--- src/rtl/core/sam_pkg.sv ---
// Shared types, constants and codes of the Shift-And string matcher.
// Used by the top, controller and datapath modules; depends on nothing else.
package sam_pkg;

    // Width of one word of a character mask and of the match vector.
    localparam int WORD_W = 64;
    // log2 of the word width: bits of a pattern position that select a bit in its word.
    localparam int WORD_SHIFT = 6;
    localparam int LEN_W = 9;
    localparam int POS_W = 16;
    localparam int COUNT_W = 16;
    localparam logic [COUNT_W-1:0] COUNT_MAX = '1;

    localparam int DEF_PATTERN_WORDS = 4;
    localparam int DEF_ALPHABET_SIZE = 256;
    localparam int DEF_TEXT_INDEX_BITS = 16;

    localparam logic [LEN_W-1:0] LEN_RESET = 9'd1;

    // Request codes carried by req_type.
    localparam logic [1:0] REQ_CLEAR = 2'd0;
    localparam logic [1:0] REQ_LOAD  = 2'd1;
    localparam logic [1:0] REQ_TEXT  = 2'd2;

    typedef struct packed {
        logic [1:0] req_type;
        logic [7:0] char_code;
        logic [7:0] pattern_index;
    } in_t;

    typedef struct packed {
        logic               match_found;
        logic [POS_W-1:0]   match_position;
        logic [COUNT_W-1:0] match_count;
    } out_t;

    // Commands from the controller to the datapath.
    typedef struct packed {
        logic capture;     // latch the accepted item
        logic clear_all;   // empty mask rows, vector and counters
        logic start;       // restart the word counter, carry and hit flag
        logic cnt_inc;     // advance the word counter
        logic rd_load;     // read the mask word that the load item addresses
        logic rd_next;     // read word counter + 1 instead of the counter
        logic wr_load;     // write back the mask word with the new bit set
        logic wr_fill;     // write one word of a fresh mask row
        logic row_set;     // mark the current character's mask row as written
        logic txt_proc;    // shift, AND and write back one vector word
        logic finish;      // update counters and register the result
    } cmd_t;

    // Status from the datapath to the controller.
    typedef struct packed {
        logic is_clear;
        logic is_load;
        logic is_text;
        logic load_ok;
        logic row_valid;
        logic last_word;
        logic out_free;
    } stat_t;

endpackage

--- src/rtl/core/sam_ctrl.sv ---
// Controller of the Shift-And matcher: sequences one item at a time.
// Depends on sam_pkg for the command and status structs.
module sam_ctrl (
    input  logic          clk,
    input  logic          rst_n,
    input  logic          in_valid,
    output logic          in_ready,
    input  sam_pkg::stat_t stat,
    output sam_pkg::cmd_t  cmd
);

    localparam logic [2:0] S_IDLE   = 3'd0;
    localparam logic [2:0] S_DECODE = 3'd1;
    localparam logic [2:0] S_LWR    = 3'd2;
    localparam logic [2:0] S_FILL   = 3'd3;
    localparam logic [2:0] S_TRD    = 3'd4;
    localparam logic [2:0] S_TRUN   = 3'd5;
    localparam logic [2:0] S_DONE   = 3'd6;

    logic [2:0] state_reg;
    logic [2:0] state_next;

    always_ff @(posedge clk or negedge rst_n)
    begin
        if (!rst_n)
        begin
            state_reg <= S_IDLE;
        end
        else
        begin
            state_reg <= state_next;
        end
    end

    assign in_ready = (state_reg == S_IDLE);

    always_comb
    begin
        state_next = state_reg;
        cmd = '0;
        case (state_reg)
            S_IDLE:
            begin
                if (in_valid)
                begin
                    cmd.capture = 1'b1;
                    state_next = S_DECODE;
                end
            end
            S_DECODE:
            begin
                cmd.start = 1'b1;
                if (stat.is_clear)
                begin
                    cmd.clear_all = 1'b1;
                    state_next = S_DONE;
                end
                else if (stat.is_load)
                begin
                    if (!stat.load_ok)
                    begin
                        state_next = S_DONE;
                    end
                    else if (stat.row_valid)
                    begin
                        cmd.rd_load = 1'b1;
                        state_next = S_LWR;
                    end
                    else
                    begin
                        state_next = S_FILL;
                    end
                end
                else if (stat.is_text)
                begin
                    state_next = S_TRD;
                end
                else
                begin
                    state_next = S_DONE;
                end
            end
            S_LWR:
            begin
                cmd.wr_load = 1'b1;
                state_next = S_DONE;
            end
            S_FILL:
            begin
                cmd.wr_fill = 1'b1;
                cmd.cnt_inc = 1'b1;
                if (stat.last_word)
                begin
                    cmd.row_set = 1'b1;
                    state_next = S_DONE;
                end
            end
            S_TRD:
            begin
                // The first vector and mask words are read here.
                state_next = S_TRUN;
            end
            S_TRUN:
            begin
                cmd.txt_proc = 1'b1;
                cmd.rd_next = 1'b1;
                cmd.cnt_inc = 1'b1;
                if (stat.last_word)
                begin
                    state_next = S_DONE;
                end
            end
            S_DONE:
            begin
                if (stat.out_free)
                begin
                    cmd.finish = 1'b1;
                    state_next = S_IDLE;
                end
            end
            default:
            begin
                state_next = S_IDLE;
            end
        endcase
    end

endmodule

--- config.mk ---
export PLATFORM = sky130hd
export DESIGN_NAME = sam_ctrl
export DESIGN_NICKNAME = d
export VERILOG_FILES = /design/src/rtl/core/sam_pkg.sv /design/src/rtl/core/sam_ctrl.sv
export SDC_FILE = /design/constraint.sdc
export NUM_CORES = 1
export LEC_CHECK = 0
export BUFFER_PORTS_ARGS = -buffer_cell sky130_fd_sc_hd__clkbuf_2
export CAP_MARGIN = 30
export CORE_AREA = 3 3 40 42
export CTS_CLUSTER_DIAMETER = 120
export DETAILED_ROUTE_END_ITERATION = 8
export DIE_AREA = 0 0 43 45
export PLACE_DENSITY_LB_ADDON = 0.25
export SETUP_SLACK_MARGIN = 0.5
export SLEW_MARGIN = 10
export SYNTH_ARGS = -nofsm -noshare
export SYNTH_HDL_FRONTEND = slang
export SYNTH_SLANG_ARGS = --single-unit
--- constraint.sdc ---
create_clock -name clk -period 1.6 [get_ports clk]
set_input_delay 0.48 -clock clk [delete_from_list [all_inputs] [get_ports clk]]
set_output_delay 0.48 -clock clk [all_outputs]
set_load 0.005 [all_outputs]
==> flow_summary.json <==
{
  "outcome": "complete, but fails checks",
  "criticalPathCategory": "reg2out",
  "grt_usage": 0.128,
  "tightest_slew_ns": 0.223,
  "nFillCells": 123,
  "timing.final.crit_share": 1.08,
  "setup_tns_ns": -0.611,
  "die_h_um": 45,
  "yosys_warnings": 0,
  "report.final.slew_viol_count": 0,
  "yosys.area.top_type": "dfrtp_1",
  "start_util": 0.234,
  "initialDrtViolationCount": 7,
  "die_area_um2": 1940,
  "grt_pass1_wl_um": 1700,
  "regArea_um2": 76.3,
  "cts_made_buffers": 3,
  "drt-total-wl_um": 1020,
  "place_congestion": 0.825,
  "period_minus_slack_ns": 1.72,
  "cp_slowest_stage_delay_ns": 0.38,
  "reg2regPathDepth": 4,
  "area_growth_pct": 106,
  "maxCapViolCount": 0,
  "synth_top_area_frac": 0.250,
  "met2_usage": 0.192,
  "violations": "negative setup slack",
  "peakVddDrop_uv": 610,
  "antenna_cells": 0,
  "clk_pin_slew_ns": 0.04,
  "worst_clock_skew_ns": 0.00380,
  "synth_seq_cells": 3,
  "cts_hold_buffers": 0,
  "synth_fp_nets": 49,
  "clkSinkCount": 3,
  "largest_reg_flops": 3,
  "grt_busiest_layer": "met2",
  "final_area_um2": 618,
  "crit_end": "cmd[7]",
  "grt_pass1_vias": 383,
  "boundaryPins": 22,
  "p_per_area_nw_per_um2": 1810,
  "end_kind": "output pin",
  "cts_tree": "built",
  "setup_slack_ns": -0.123,
  "post_drt_via_cell_ratio": 4.66,
  "gr-total-overflow": 0,
  "rows": 13,
  "rsz0062_at_grt": "true",
  "path_max_fanout": 3,
  "dieWidth_um": 43,
  "coreArea_um2": 1280,
  "critPathLaunch": "state_reg[2]$_DFFE_PN0P_",
  "ys_types": 23,
  "placed_area_um2": 470,
  "pre_cts_slack_ns": 0.0566,
  "drc_errors": 0,
  "hpwlAfterDp_um": 673,
  "synth_cells": 39,
  "syn_avg_cell_area_um2": 7.70,
  "clkLatencyLatePin_ns": 0.25,
  "ys_top_cells_by_area": "dfrtp_1, and2_1, nor3b_1",
  "power_uw": 1120,
  "timing.rr.start": "state_reg[2]$_DFFE_PN0P_",
  "worstPathCellList": "buf_4 -> and2_4 -> or2_1 -> clkbuf_2",
  "grt_max_degree": 12,
  "start_kind": "flip-flop",
  "synth_area_um2": 300,
  "critPathArrivalTime_ns": 1.24,
  "leakagePower_uw": 0.000327,
  "relSlewSlack": 0.849,
  "io_buffers": 21,
  "drive_above_1_share": 0.684,
  "ys_seq_area_frac": 0.250,
  "fin_hold_ws_ns": 0.0207,
  "grtUsageMet3": 0.0359,
  "clk_path_buf_depth": 2,
  "drtAntennaViolNets": 0,
  "drt-pass1-iter-count": 2,
  "grt_use_met1": 0.143,
  "slowest_stage": "dfrtp_1",
  "fin_nets": 87,
  "root_buffer": "clkbuf_4",
  "fmax_ghz": 0.580,
  "reg2reg_slack_ns": 0.14,
  "setup_viol": 7,
  "via_count": 424,
  "h-tree-depth": 1,
  "multiInputGateArea_um2": 262,
  "hold_class": "in2async",
  "grt_antenna_before_repair": 0,
  "finalHoldViolCount": 0,
  "r2r-end": "state_reg[1]$_DFFE_PN0P_",
  "required_ns": 1.12,
  "wire_per_inst_um": 11.2
}
[timing repair]
item,in CTS,in global routing
endpoints found under the hold margin,0,0
gates resized for setup,7,5
buffers inserted,5,5
endpoints found under the setup margin,14,14
pin swaps,5,4
[layout make-up]
class	count	share of cell area
clock buffers	4	0.0425
flip-flops and latches	3	0.123
multi-input cells	32	0.423
well taps	15	0.0304
repair buffers	37	0.381
[per-stage QoR]
stage | cells | util
3_3_place_gp | 77 | 0.366
5_1_grt | 91 | 0.481
3_5_place_dp | 77 | 0.366
2_1_floorplan | 39 | -
6_report | 91 | 0.481
4_1_cts | 86 | 0.442
[cell families after synthesis]
family          after synthesis  share of synthesized area
compound gates                8                      0.150
flops                         3                      0.250
simple gates                 24                      0.537
buf+inv                       4                     0.0625
[where the power goes]
group          switching, uW  internal [uW]  total [uW]
sequential              45.2            119         164
clock                   48.8           94.0         143
combinational            329            485         814
[cells in the final DEF, fill, tap and decap left out, types with 2 or more instances in the layout]
| master | instances |
|---|---|
| and2_4 | 3 |
| buf_6 | 2 |
| clkbuf_2 | 19 |
| dfrtp_1 | 2 |
| a31oi_1 | 2 |
| clkbuf_4 | 3 |
| o21ai_1 | 2 |
| nand2_1 | 2 |
| buf_4 | 15 |
[layer usage]
layer / up-vias / routed length, um
met3: 3 / 50
met5: - / 0
met4: 0 / 28
met2: 17 / 542
li1: 214 / -
met1: 190 / 394
[synth_stat cells]
cell type  instances
and2_1             4
clkbuf_1           3
dfrtp_1            3
a21oi_1            2
a31oi_1            2
and3_1             2
nand2_1            2
nand2b_1           2
nor2_1             2
nor2b_1            2
nor3b_1            2
o21ai_0            2
and2b_1            1
and3b_1            1
and4b_1            1
buf_4              1
nand3b_1           1
nor3_1             1
nor4bb_1           1
o211ai_1           1
o21ai_1            1
or2_1              1
or4b_4             1
[worst min path at each step]
stage | start | end | slack (ns) | depth (start not counted)
finish | rst_n | state_reg[2]$_DFFE_PN0P_ | 0.02 | 1
global route | rst_n | state_reg[2]$_DFFE_PN0P_ | 0.02 | 1
CTS | rst_n | state_reg[2]$_DFFE_PN0P_ | 0.02 | 1
detailed placement | rst_n | state_reg[1]$_DFFE_PN0P_ | 0.28 | 1
global placement | rst_n | state_reg[1]$_DFFE_PN0P_ | 0.28 | 1
floorplan | rst_n | state_reg[0]$_DFFE_PN0P_ | 0.18 | 0
[worst max-delay path, delay by kind of cell (launching register included)]
family / cells / cell delay (ns)
DFF: 1 / 0.38
and+or+nand+nor: 2 / 0.36
buffers and inverters: 2 / 0.25
Note: power is estimated with default switching activity, not from simulation.
